[src/rtl/core/mmie_pkg.sv]
// shared types, constants and helpers of the memory machine instruction executor
`timescale 1ns / 1ps

package mmie_pkg;

    // data memory geometry, word 0 is the program counter
    // (MEM_WORDS is kept a power of two so that address forming keeps the low operand bits)
    localparam int MEM_WORDS = 1024;
    localparam int ADDR_W    = $clog2(MEM_WORDS);
    localparam int DATA_W    = 32;

    // opcodes
    localparam logic [3:0] OP_NOP  = 4'd1;
    localparam logic [3:0] OP_SET  = 4'd2;
    localparam logic [3:0] OP_CPY  = 4'd3;
    localparam logic [3:0] OP_CPYI = 4'd4;
    localparam logic [3:0] OP_ADD  = 4'd5;
    localparam logic [3:0] OP_ADDI = 4'd6;
    localparam logic [3:0] OP_SUBI = 4'd7;
    localparam logic [3:0] OP_JIF  = 4'd8;
    localparam logic [3:0] OP_HLT  = 4'd9;

    typedef struct packed {
        logic        [3:0]  kind;
        logic signed [31:0] first_operand;
        logic signed [31:0] second_operand;
    } t_in;

    typedef struct packed {
        logic               ok;
        logic               halted;
        logic signed [31:0] next_pc;
    } t_out;

    // one access of the single data memory port
    typedef struct packed {
        logic              we;
        logic              re;
        logic [ADDR_W-1:0] addr;
        logic [DATA_W-1:0] wdata;
    } t_mem_req;

    function automatic logic [ADDR_W-1:0] addr_of(input logic [DATA_W-1:0] operand);
        return operand[ADDR_W-1:0];
    endfunction

endpackage

[src/rtl/core/mmie_exec.sv]
// instruction sequencer: clearing sweep, operand reads, execute and write back
`timescale 1ns / 1ps

module mmie_exec (
    input  logic                           i_clk,
    input  logic                           i_rst_n,
    input  logic                           start,
    input  mmie_pkg::t_in                  i_item,
    output logic                           busy,
    output logic                           o_done,
    output mmie_pkg::t_out                 o_result,
    output mmie_pkg::t_mem_req             o_mem_req,
    input  logic [mmie_pkg::DATA_W-1:0]    i_mem_rdata
);

    typedef enum logic [4:0] {
        S_CLEAR = 5'b00001,
        S_IDLE  = 5'b00010,
        S_RD1   = 5'b00100,
        S_RD2   = 5'b01000,
        S_EXEC  = 5'b10000
    } t_state;

    t_state                          r_state, n_state;
    logic [mmie_pkg::ADDR_W-1:0]     r_clr, n_clr;
    logic [mmie_pkg::DATA_W-1:0]     r_pc, n_pc;
    logic                            r_rd_zero, n_rd_zero;
    logic                            r_done, n_done;
    mmie_pkg::t_in                   r_item, n_item;
    logic [mmie_pkg::DATA_W-1:0]     r_v, n_v;
    logic [mmie_pkg::DATA_W-1:0]     r_w, n_w;
    mmie_pkg::t_out                  r_result, n_result;

    logic [mmie_pkg::DATA_W-1:0]     rd_val;
    logic [mmie_pkg::DATA_W-1:0]     wval;
    logic [mmie_pkg::DATA_W-1:0]     pc_mid;
    logic [mmie_pkg::ADDR_W-1:0]     dst;
    logic                            do_wr;
    logic                            jif_take;
    logic                            ok;
    logic                            halted;

    // word 0 lives in r_pc, so a read of address 0 is served from it
    assign rd_val = r_rd_zero ? r_pc : i_mem_rdata;
    assign dst    = mmie_pkg::addr_of(r_item.second_operand);

    // execute-stage decode
    always_comb begin
        wval     = '0;
        do_wr    = 1'b0;
        jif_take = 1'b0;
        ok       = 1'b1;
        halted   = 1'b0;
        unique case (r_item.kind)
            mmie_pkg::OP_NOP: begin
            end
            mmie_pkg::OP_SET: begin
                wval  = r_item.first_operand;
                do_wr = 1'b1;
            end
            mmie_pkg::OP_CPY: begin
                wval  = r_v;
                do_wr = 1'b1;
            end
            mmie_pkg::OP_CPYI: begin
                wval  = r_w;
                do_wr = 1'b1;
            end
            mmie_pkg::OP_ADD: begin
                wval  = r_v + r_item.first_operand;
                do_wr = 1'b1;
            end
            mmie_pkg::OP_ADDI: begin
                wval  = r_v + r_w;
                do_wr = 1'b1;
            end
            mmie_pkg::OP_SUBI: begin
                wval  = r_v - r_w;
                do_wr = 1'b1;
            end
            mmie_pkg::OP_JIF: begin
                jif_take = (r_v == '0) || r_v[mmie_pkg::DATA_W-1];
            end
            mmie_pkg::OP_HLT: begin
                halted = 1'b1;
            end
            default: begin
                ok = 1'b0;
            end
        endcase
    end

    // counter value after the operation, before the advance rule
    always_comb begin
        if (do_wr && dst == '0) begin
            pc_mid = wval;
        end else if (jif_take) begin
            pc_mid = r_item.second_operand;
        end else begin
            pc_mid = r_pc;
        end
    end

    always_comb begin
        n_state   = r_state;
        n_clr     = r_clr;
        n_pc      = r_pc;
        n_rd_zero = r_rd_zero;
        n_done    = 1'b0;
        n_item    = r_item;
        n_v       = r_v;
        n_w       = r_w;
        n_result  = r_result;
        o_mem_req = '0;

        unique case (r_state)
            S_CLEAR: begin
                o_mem_req.we    = 1'b1;
                o_mem_req.addr  = r_clr;
                o_mem_req.wdata = '0;
                n_clr           = r_clr + 1'b1;
                if (r_clr == '1) begin
                    n_state = S_IDLE;
                end
            end
            S_IDLE: begin
                if (start) begin
                    n_item  = i_item;
                    n_state = S_RD1;
                    unique case (i_item.kind)
                        mmie_pkg::OP_CPY, mmie_pkg::OP_CPYI, mmie_pkg::OP_ADDI,
                        mmie_pkg::OP_SUBI, mmie_pkg::OP_JIF: begin
                            o_mem_req.addr = mmie_pkg::addr_of(i_item.first_operand);
                        end
                        mmie_pkg::OP_ADD: begin
                            o_mem_req.addr = mmie_pkg::addr_of(i_item.second_operand);
                        end
                        default: begin
                            n_state = S_EXEC;
                        end
                    endcase
                    o_mem_req.re = (n_state == S_RD1);
                    n_rd_zero    = (o_mem_req.addr == '0);
                end
            end
            S_RD1: begin
                n_v     = rd_val;
                n_state = S_EXEC;
                if (r_item.kind == mmie_pkg::OP_CPYI) begin
                    o_mem_req.re   = 1'b1;
                    o_mem_req.addr = mmie_pkg::addr_of(rd_val);
                    n_state        = S_RD2;
                end else if (r_item.kind == mmie_pkg::OP_ADDI ||
                             r_item.kind == mmie_pkg::OP_SUBI) begin
                    o_mem_req.re   = 1'b1;
                    o_mem_req.addr = dst;
                    n_state        = S_RD2;
                end
                n_rd_zero = (o_mem_req.addr == '0);
            end
            S_RD2: begin
                n_w     = rd_val;
                n_state = S_EXEC;
            end
            S_EXEC: begin
                if (do_wr && dst != '0) begin
                    o_mem_req.we    = 1'b1;
                    o_mem_req.addr  = dst;
                    o_mem_req.wdata = wval;
                end
                n_pc             = (pc_mid == r_pc) ? r_pc + 32'd1 : pc_mid;
                n_result.ok      = ok;
                n_result.halted  = halted;
                n_result.next_pc = n_pc;
                n_done           = 1'b1;
                n_state          = S_IDLE;
            end
            default: begin
                n_state = S_IDLE;
            end
        endcase
    end

    always_ff @(posedge i_clk) begin
        if (!i_rst_n) begin
            r_state   <= S_CLEAR;
            r_clr     <= '0;
            r_pc      <= '0;
            r_rd_zero <= 1'b0;
            r_done    <= 1'b0;
        end else begin
            r_state   <= n_state;
            r_clr     <= n_clr;
            r_pc      <= n_pc;
            r_rd_zero <= n_rd_zero;
            r_done    <= n_done;
        end
    end

    always_ff @(posedge i_clk) begin
        r_item   <= n_item;
        r_v      <= n_v;
        r_w      <= n_w;
        r_result <= n_result;
    end

    assign busy     = (r_state != S_IDLE);
    assign o_done   = r_done;
    assign o_result = r_result;

endmodule

[config.mk]
export PLATFORM = sky130hd
export DESIGN_NAME = mmie_exec
export DESIGN_NICKNAME = d
export VERILOG_FILES = /design/src/rtl/core/mmie_pkg.sv /design/src/rtl/core/mmie_exec.sv
export SDC_FILE = /design/constraint.sdc
export NUM_CORES = 1
export LEC_CHECK = 0
export ABC_AREA = 0
export BUFFER_PORTS_ARGS = -buffer_cell sky130_fd_sc_hd__buf_4
export CAP_MARGIN = 30
export CELL_PAD_IN_SITES_DETAIL_PLACEMENT = 0
export CELL_PAD_IN_SITES_GLOBAL_PLACEMENT = 2
export CORE_UTILIZATION = 39
export DETAILED_ROUTE_END_ITERATION = 6
export PLACE_DENSITY_LB_ADDON = 0.05
export SLEW_MARGIN = 20
export SYNTH_ARGS = -nofsm -noshare
export SYNTH_HDL_FRONTEND = slang
export SYNTH_SLANG_ARGS = --single-unit
[constraint.sdc]
create_clock -name i_clk -period 9.5 [get_ports i_clk]
set_input_delay 0.475 -clock i_clk [delete_from_list [all_inputs] [get_ports i_clk]]
set_output_delay 0.475 -clock i_clk [all_outputs]
set_load 0.005 [all_outputs]
==> flow_metrics.env, run 1 <==
export IMPL_synthCells=1822
export IMPL_yosysMostFrequentCell="nand2_1"
export IMPL_cts_root_buf="clkbuf_16"
export IMPL_synth_top_cell_by_area="edfxtp_1"
export IMPL_fmax_mhz=139
export IMPL_drtIter0Drc=1453
export IMPL_syn_nets=1961
export IMPL_hold_depth=1
export IMPL_final_max_slew_viol_count=0
export IMPL_grtUsageTotal=0.304
export IMPL_irDropWorstVdd_mv=0.152
export IMPL_required_ns=9.96
export IMPL_power_uw=2240
export IMPL_areaGrowthSynthToFinish_pct=17.3
export IMPL_leakage_uw=0.00661
export IMPL_rrSetupSlack_ns=2.32
export IMPL_clock_sinks=215
export IMPL_path_class="reg -> reg"
export IMPL_worst_pin_slew_ns=1.03
export IMPL_drv_cap=0
export IMPL_hp_class="in -> reg"
export IMPL_diodes=0
export IMPL_drt_wl_total_um=63500
export IMPL_startpoint_type="flip-flop"
export IMPL_outcome="finished, final reports clean"
export IMPL_hp_start="i_item[13]"
export IMPL_place_congestion=0.928
export IMPL_grt_pass1_wl_um=93400
export IMPL_internal_power_uw=1710
export IMPL_fp_dieH_um=203
export IMPL_r2r_start="r_item[34]"
export IMPL_p_sw_uw=532
export IMPL_rsz0062_at_grt="no"
export IMPL_n_fill_cell=3908
export IMPL_synth_edff_count=166
export IMPL_ys_flop_type="edfxtp_1"
export IMPL_fp_row_count=73
export IMPL_yosys_top_cells_area="edfxtp_1, dfxtp_1, nand2_1, xnor2_1, a21oi_1"
export IMPL_finalCritPeriodShare=0.756
export IMPL_grt_max_degree=95
export IMPL_htreeDepth=1
export IMPL_place_ws_ns=2.25
export IMPL_drt_pass1_iter_count=6
export IMPL_core_um2=39800
export IMPL_synth_cell_type_count=97
export IMPL_ant_nets=0
export IMPL_cts_resized=0
export IMPL_r2r_end="r_pc[6]"
export IMPL_ys_warn_count=0
export IMPL_clkPwrFrac=0.484
export IMPL_finalNonFillerCells=2484
export IMPL_power_density_nw_per_um2=121
export IMPL_sequentialPowerShare=0.458
export IMPL_reg2regPathDepth=20
export IMPL_vias_per_cell=6.05
export IMPL_antenna_found_initial=1
export IMPL_ctsHoldBuffers=0
export IMPL_utilization=0.465
export IMPL_clk_pin_slew_ns=0.07
export IMPL_pin_count=183
export IMPL_post_cts_setup_buffers=0
export IMPL_cts_tree="built"
export IMPL_vias=15000
export IMPL_cts_buffers_inserted=28
export IMPL_setup_viol=0
export IMPL_drc=0
export IMPL_arrival_ns=7.65
export IMPL_path_max_fanout=54
export IMPL_switching_share=0.237
export IMPL_die_w_um=203
export IMPL_synth_commonest_cells="nand2_1, edfxtp_1, nor2_1, a21oi_1, clkbuf_1"
export IMPL_placedCellCount=2430
export IMPL_numPortBuffers=182
export IMPL_cts_max_path_buffers=3
export IMPL_ys_seq_elements=215
export IMPL_grt_overflow=0
export IMPL_synthArstFlopShare=0
export IMPL_period_needed_ns=7.18
export IMPL_seq_area_frac_synth=0.378
export IMPL_skew_ns=0.0234
export IMPL_syn_area_per_cell_um2=8.66
export IMPL_relSlewSlack=0.302
export IMPL_start_util=0.396
export IMPL_finalNetCount=2076
export IMPL_combPwrFrac=0.058
export IMPL_finalHoldViolations=0
export IMPL_routedWlPerCell_um=25.6
export IMPL_dieArea_um2=41200
export IMPL_clock_latency_ns=0.59
export IMPL_multi_input_area_um2=9180
export IMPL_setup_tns_ns=0
export IMPL_syn_area_um2=15800
export IMPL_yosysTopAreaCellShare=0.316
export IMPL_drive_gt1_frac=0.168
export IMPL_worstSetupEndpointType="flip-flop"
export IMPL_grt_pass1_vias=14300
export IMPL_hold_path_end="r_item[13]"
export IMPL_dp_hpwl_um=47800
export IMPL_regArea_um2=5970
export IMPL_setup_slack_ns=2.32
==> through the flow <==
step | area, um2 | hold slack, ns
2_1_floorplan | 15800 | 0.500
3_3_place_gp | 17500 | 0.575
3_5_place_dp | 17500 | 0.571
4_1_cts | 18500 | 0.0404
5_1_grt | 18500 | 0.0529
6_report | 18500 | 0.0640
==> worst max-delay path by stage <==
stage,start,to,slack [ns],cells past startpoint
after global routing,r_item[34],o_result[12],1.81,24
final,r_item[34],r_pc[6],2.32,20
after floorplan,r_item[36],o_result[3],3.85,25
after CTS,r_item[36],o_result[14],2.25,23
after global placement,r_item[36],o_result[3],2.48,23
after detailed placement,r_item[36],o_result[3],2.25,23
==> per-layer routing <==
layer / track usage / vias to the layer above / wire (um)
met4: 0.0819 / 2 / 1660
met5: 0 / - / 13
met2: 0.521 / 585 / 30700
met3: 0.0372 / 90 / 3740
li1: - / 7085 / -
met1: 0.401 / 7259 / 27400
==> cell families (layout without fill, tap and decap cells) <==
group | after synthesis | after routing | share of synthesized area
adder cells (fa/ha/maj) | 36 | 36 | 0.0290
flip-flops | 215 | 215 | 0.378
XOR/XNOR | 143 | 143 | 0.0794
AND/OR/NAND/NOR | 691 | 691 | 0.214
buffers and inverters | 164 | 301 | 0.0410
AO/OA/AOI/OAI | 519 | 519 | 0.221
multiplexers | 54 | 54 | 0.0372
==> state kept, by name, summed over array words and instances, names as in the netlist <==
signal	count
r_rd_zero	1
r_v	32
o_done	1
r_clr	10
dst	10
r_pc	32
o_result	34
r_state	5
r_w	32
r_item	58
==> final cells by class <==
type	count	share of cell area
multi-input cells	1443	0.496
flip-flops and latches	215	0.322
repair buffers	215	0.0890
clock buffers	37	0.0441
well taps	525	0.0355
inverters	34	0.00690
clock inverters	15	0.00595
==> power by group through the flow <==
stage                     clock (uW)  combinational [uW]  sequential [uW]
final                           1080                 130             1030
after CTS                       1110                 129             1030
after floorplan                    0                55.6             1040
after global routing            1140                 137             1030
after detailed placement           0                 128             1050
after global placement             0                 127             1050
==> layout by cell type (no fill, tap or decap), types with 10 or more instances in the layout <==
master	instances
a21o_1	18
a21oi_1	123
a221oi_1	10
a222oi_1	25
a22o_1	17
a22oi_1	30
a2bb2oi_1	10
a31oi_1	29
and2_1	17
and3_1	20
buf_4	213
clkbuf_16	30
dfxtp_1	49
edfxtp_1	166
ha_1	35
inv_1	31
mux2_2	36
mux2i_1	17
nand2_1	221
nand2b_1	13
nand3_1	49
nand4_1	27
nor2_1	148
nor2b_1	12
nor3_1	65
nor4_1	29
o21a_1	17
o21ai_0	95
o21ai_1	30
o31a_1	12
or3_1	31
or4_1	10
xnor2_1	78
xor2_1	65
==> critical path, cell delays in order, from the launching register on <==
cell,delay [ns]
edfxtp_1,0.47
nor4_1,0.58
nand4_1,0.49
or4_1,0.66
or2_2,0.32
nor2_1,0.12
xnor2_1,0.07
o21ai_0,0.23
ha_1,0.37
a21oi_1,0.29
o21ai_0,0.14
nor3_1,0.36
nand2_1,0.20
xor2_1,0.18
a222oi_1,0.67
xnor2_1,0.21
a2111oi_4,0.50
and4_4,0.60
buf_12,0.29
nor3_1,0.09
o21a_1,0.20
Power figures use the tool's default switching activity.
==> run 2, diff against run 1 <==
--- a/config.mk
+++ b/config.mk
@@ -10,7 +10,7 @@
 export CAP_MARGIN = 30
 export CELL_PAD_IN_SITES_DETAIL_PLACEMENT = 0
 export CELL_PAD_IN_SITES_GLOBAL_PLACEMENT = 2
-export CORE_UTILIZATION = 39
+export CORE_UTILIZATION = 37
 export DETAILED_ROUTE_END_ITERATION = 6
 export PLACE_DENSITY_LB_ADDON = 0.05
 export SLEW_MARGIN = 20
==> constraint.sdc (replaced) <==
create_clock -name i_clk -period 7.15 [get_ports i_clk]
set_input_delay 0.3575 -clock i_clk [delete_from_list [all_inputs] [get_ports i_clk]]
set_output_delay 0.3575 -clock i_clk [all_outputs]
set_load 0.005 [all_outputs]
==> flow_metrics.env, run 2 (synthesis gave the netlist of run 1 again) <==
export IMPL_outcome="finished, final reports clean"
export IMPL_antenna_found_initial=0
export IMPL_numPortBuffers=182
export IMPL_worstSetupEndpointType="flip-flop"
export IMPL_final_max_slew_viol_count=0
export IMPL_die_w_um=208
export IMPL_path_class="reg -> reg"
export IMPL_cts_buffers_inserted=27
export IMPL_routedWlPerCell_um=25.3
export IMPL_n_fill_cell=4109
export IMPL_fmax_mhz=151
export IMPL_finalNetCount=2159
export IMPL_final_cell_area_um2=19300
export IMPL_grt_max_degree=94
export IMPL_start_util=0.375
export IMPL_drt_pass1_iter_count=7
export IMPL_cts_max_path_buffers=3
export IMPL_finalHoldViolations=0
export IMPL_clock_latency_ns=0.56
export IMPL_period_needed_ns=6.63
export IMPL_rsz0062_at_grt="no"
export IMPL_setup_tns_ns=0
export IMPL_required_ns=7.60
export IMPL_drive_gt1_frac=0.168
export IMPL_place_area_um2=17700
export IMPL_top_register="r_item"
export IMPL_dieArea_um2=43500
export IMPL_drt_wl_total_um=65300
export IMPL_core_um2=42000
export IMPL_relSlewSlack=0.313
export IMPL_irDropWorstVdd_mv=0.159
export IMPL_drtIter0Drc=1418
export IMPL_fp_dieH_um=208
export IMPL_hp_class="in -> reg"
export IMPL_vias=15400
export IMPL_vias_per_cell=5.96
export IMPL_cts_tree="built"
export IMPL_post_cts_setup_buffers=0
export IMPL_reg2regPathDepth=25
export IMPL_leakage_uw=0.00695
export IMPL_hold_depth=1
export IMPL_largest_reg_flops=58
export IMPL_startpoint_type="flip-flop"
export IMPL_areaGrowthSynthToFinish_pct=22.6
export IMPL_pin_count=183
export IMPL_layout_commonest_cell="buf_4"
export IMPL_dp_hpwl_um=50100
export IMPL_grt_overflow=0
export IMPL_diodes=0
export IMPL_fp_row_count=75
export IMPL_layout_common_cells="buf_4, nand2_1, edfxtp_1"
export IMPL_clock_sinks=215
export IMPL_grtUsageTotal=0.296
export IMPL_setup_viol=0
export IMPL_skew_ns=0.0136
export IMPL_drc=0
export IMPL_worst_pin_slew_ns=1.03
export IMPL_htreeDepth=1
export IMPL_cts_root_buf="clkbuf_16"
export IMPL_finalCritPeriodShare=0.928
export IMPL_clk_pin_slew_ns=0.06
export IMPL_drv_cap=0
export IMPL_arrival_ns=7.08
export IMPL_ant_nets=0
export IMPL_place_congestion=0.910
export IMPL_grt_pass1_vias=14700
export IMPL_power_density_nw_per_um2=156
export IMPL_grt_pass1_wl_um=96500
export IMPL_path_max_fanout=47
-- run 2: repair_timing --
action / 4_1_cts / 5_1_grt
gates resized for setup: 0 / 1
setup endpoints to repair: 0 / 59
hold buffers: 67 / 0
endpoints found under the hold margin: 67 / 0
-- run 2: worst max-delay path, stage by stage (launching register included) --
cell	delay (ns)
edfxtp_1	0.46
nor4_2	0.46
nand2_1	0.17
nor2_1	0.17
nand2_1	0.16
or4_1	0.48
or2_2	0.35
nor2_1	0.22
xnor2_1	0.09
o21ai_0	0.25
ha_1	0.38
a21o_1	0.22
a21o_1	0.18
a21o_1	0.23
nand2b_1	0.18
o31ai_1	0.30
nand4_1	0.16
a31o_1	0.24
a211oi_2	0.35
nor2_1	0.10
o32ai_2	0.22
buf_4	0.29
and4_4	0.31
buf_12	0.22
nor3_1	0.09
o21a_1	0.20
-- run 2: metrics by stage --
stage	hold slack (ns)	power, uW	setup WS, ns	instances	util
finish	0.0272	3020	0.518	2578	0.460
global route	0.0195	3100	0.0190	2578	0.460
CTS	0.00176	3050	0.306	2578	0.460
detailed placement	0.537	1560	0.346	2463	0.422
global placement	0.536	1560	0.589	2463	0.422
floorplan	0.456	1460	1.50	1822	-
-- run 2: metal layers --
layer	share of wire	routed length, um	up-vias	GRT usage
li1	-	-	7236	-
met1	0.45	29400	7461	0.404
met2	0.47	30600	567	0.493
met3	0.054	3510	96	0.0315
met4	0.028	1810	0	0.0853
met5	0	0	-	0
-- run 2: final timing paths --
check	from	to	slack (ns)
worst min register to register	r_clr[1]	r_clr[1]	0.55
worst min-delay path	i_item[14]	r_item[14]	0.03
worst max register to register	r_item[36]	r_pc[6]	0.52
worst max-delay path	r_item[36]	r_pc[6]	0.52
-- run 2: final cells by class --
type	count	area (um2)	share of cell area
Tap cell	539	674	0.0349
Timing Repair Buffer	299	2450	0.127
Multi-Input combinational cell	1443	9190	0.476
Inverter	34	128	0.00660
Sequential cell	215	5970	0.309
Clock buffer	28	679	0.0351
Clock inverter	20	244	0.0126
-- run 2: report_power, final --
group | switching (uW) | total, uW | internal (uW)
Sequential | 10.4 | 1360 | 1350
Combinational | 97.3 | 204 | 107
Clock | 583 | 1450 | 871
Total | 691 | 3020 | 2330
==> run 3, diff against run 2 <==
--- a/config.mk
+++ b/config.mk
@@ -5,12 +5,12 @@
 export SDC_FILE = /design/constraint.sdc
 export NUM_CORES = 1
 export LEC_CHECK = 0
-export ABC_AREA = 0
+export ABC_AREA = 1
 export BUFFER_PORTS_ARGS = -buffer_cell sky130_fd_sc_hd__buf_4
 export CAP_MARGIN = 30
 export CELL_PAD_IN_SITES_DETAIL_PLACEMENT = 0
 export CELL_PAD_IN_SITES_GLOBAL_PLACEMENT = 2
-export CORE_UTILIZATION = 37
+export CORE_UTILIZATION = 34
 export DETAILED_ROUTE_END_ITERATION = 6
 export PLACE_DENSITY_LB_ADDON = 0.05
 export SLEW_MARGIN = 20
==> flow_metrics.env, run 3 <==
export IMPL_worstSetupEndpointType="flip-flop"
export IMPL_path_delay_family="simple AND/OR/NAND/NOR gates"
export IMPL_whs_ns=0.0401
export IMPL_grt_overflow=0
export IMPL_cts_resized=0
export IMPL_place_ws_ns=1.19
export IMPL_syn_area_um2=15400
export IMPL_hold_depth=2
export IMPL_clk_pin_slew_ns=0.07
export IMPL_vias_per_cell=5.29
export IMPL_path_class="reg -> reg"
export IMPL_n_fill_cell=4681
export IMPL_regArea_um2=5970
export IMPL_switching_share=0.226
export IMPL_clkPwrFrac=0.498
export IMPL_rsz0062_at_grt="no"
export IMPL_synthCells=2198
export IMPL_path_max_fanout=19
export IMPL_power_density_nw_per_um2=158
export IMPL_cts_buffers_inserted=26
export IMPL_cp_num_buf_inv=6
export IMPL_final_max_slew_viol_count=0
export IMPL_drc=0
export IMPL_synth_cell_type_count=52
export IMPL_yosys_top_cells_area="edfxtp_1, nand2_1, inv_1, dfxtp_1, nand3_1"
export IMPL_arrival_ns=6.45
export IMPL_die_w_um=215
export IMPL_drv_cap=0
export IMPL_crit_cells=29
export IMPL_grt_pass1_vias=15500
export IMPL_syn_area_per_cell_um2=6.99
export IMPL_relSlewSlack=0.379
export IMPL_grt_pass1_wl_um=98000
export IMPL_setup_viol=0
export IMPL_synth_top_cell_by_area="edfxtp_1"
export IMPL_diodes=0
export IMPL_period_needed_ns=6.12
export IMPL_multi_input_area_um2=7910
export IMPL_irDropWorstVdd_mv=0.179
export IMPL_outcome="finished, final reports clean"
export IMPL_drt_wl_total_um=65700
export IMPL_top_register="r_item"
export IMPL_synth_commonest_cells="nand2_1, inv_1, nor2_1, nand3_1, edfxtp_1"
export IMPL_finalCritPeriodShare=0.856
export IMPL_leakage_uw=0.00843
export IMPL_synth_edff_count=166
export IMPL_place_congestion=0.933
export IMPL_hp_class="in -> reg"
export IMPL_drtIter0Drc=1575
export IMPL_startpoint_type="flip-flop"
export IMPL_cp_common_cell="nand2_1"
export IMPL_internal_power_uw=2320
export IMPL_layout_commonest_cell="nand2_1"
export IMPL_fp_dieH_um=215
export IMPL_ys_flop_type="edfxtp_1"
export IMPL_clock_latency_ns=0.59
export IMPL_cts_tree="built"
export IMPL_antenna_found_initial=0
export IMPL_areaGrowthSynthToFinish_pct=24.1
export IMPL_setup_tns_ns=0
export IMPL_numPortBuffers=182
export IMPL_cts_root_buf="clkbuf_16"
export IMPL_skew_ns=0.0289
export IMPL_reg2regPathDepth=29
export IMPL_yosysMostFrequentCell="nand2_1"
export IMPL_ys_seq_elements=215
export IMPL_dieArea_um2=46000
export IMPL_combPwrFrac=0.053
export IMPL_vias=16100
export IMPL_setup_slack_ns=1.03
export IMPL_cpMaxStageDelayCell="edfxtp_1"
export IMPL_seq_area_frac_synth=0.388
export IMPL_pin_count=183
export IMPL_largest_reg_flops=58
export IMPL_htreeDepth=1
export IMPL_grt_max_degree=66
export IMPL_layout_common_cells="nand2_1, inv_1, buf_4"
export IMPL_ys_warn_count=0
export IMPL_grtUsageTotal=0.281
export IMPL_syn_nets=2337
export IMPL_sequentialPowerShare=0.449
export IMPL_clock_sinks=215
export IMPL_fmax_mhz=163
export IMPL_routedWlPerCell_um=21.6
export IMPL_finalNetCount=2571
export IMPL_fp_row_count=77
export IMPL_p_sw_uw=680
export IMPL_dp_hpwl_um=51200
export IMPL_drt_pass1_iter_count=6
export IMPL_cts_max_path_buffers=3
export IMPL_worst_pin_slew_ns=0.929
export IMPL_yosysTopAreaCellShare=0.325
export IMPL_max_stage_delay_ns=0.87
export IMPL_drive_gt1_frac=0.123
export IMPL_core_um2=44400
export IMPL_required_ns=7.48
export IMPL_start_util=0.346
export IMPL_finalHoldViolations=0
export IMPL_synthArstFlopShare=0
export IMPL_ant_nets=0
[run 3: changes by cell type in the layout (fill, tap and decap cells not counted), sizes merged, moves of 30 or more]
cell / before / now
a21oi: 123 / 154
inv: 35 / 326
xor2: 65 / 35
nand2: 221 / 576
mux2: 37 / 0
nor2: 149 / 217
xnor2: 78 / 2
nor3: 68 / 36
or3: 31 / 1
nand4: 28 / 71
nand3: 49 / 178
[run 3: final cells by class]
class,count,share of cell area
Sequential cell,215,0.313
Inverter,325,0.0640
Timing Repair Buffer,275,0.119
Clock inverter,21,0.0163
Tap cell,592,0.0389
Clock buffer,27,0.0343
Multi-Input combinational cell,1589,0.415
[run 3: path summary, 6_finish.rpt]
kind,start,endpoint,slack (ns)
worst max-delay path,r_item[64],o_result[27],1.03
worst min-delay path,i_rst_n,r_state[0],0.04
worst max register to register,r_item[64],o_result[27],1.03
worst min register to register,r_clr[2],r_clr[2],0.49
[run 3: cells by family after synthesis]
| group | after synthesis | share of synthesized area |
|---|---|---|
| adder cells (fa/ha/maj) | 36 | 0.0298 |
| XOR/XNOR | 37 | 0.0211 |
| buffers and inverters | 394 | 0.0988 |
| AND/OR/NAND/NOR | 1115 | 0.313 |
| AO/OA/AOI/OAI | 401 | 0.149 |
| flip-flops | 215 | 0.388 |
[run 3: metrics by stage]
| step | total power (uW) | area, um2 | cells | utilization |
|---|---|---|---|---|
| final | 3000 | 19100 | 3044 | 0.429 |
| after global routing | 3080 | 19100 | 3044 | 0.429 |
| after CTS | 3030 | 19000 | 3042 | 0.429 |
| after detailed placement | 1500 | 17400 | 2926 | 0.392 |
| after global placement | 1500 | 17400 | 2925 | 0.391 |
| after floorplan | 1420 | 15400 | 2198 | - |
[run 3: power groups by stage]
stage / clock network, uW / registers, uW / logic, uW
after CTS: 1530 / 1350 / 156
after detailed placement: 0 / 1380 / 126
after global placement: 0 / 1380 / 125
final: 1490 / 1350 / 158
after floorplan: 0 / 1370 / 45.1
after global routing: 1570 / 1350 / 170
[run 3: what timing repair did]
| item | CTS | global route |
|---|---|---|
| buffers inserted | 0 | 0 |
| setup endpoints to repair | 0 | 0 |
| hold buffers | 68 | 0 |
| endpoints found under the hold margin | 68 | 0 |
[run 3: metal layers]
metal  vias to the layer above  wire, um  GRT usage
li1                       7878         -          -
met2                       533     28800      0.437
met3                        76      3550     0.0267
met5                         -         0          0
met1                      7622     31700      0.415
met4                         0      1690     0.0712
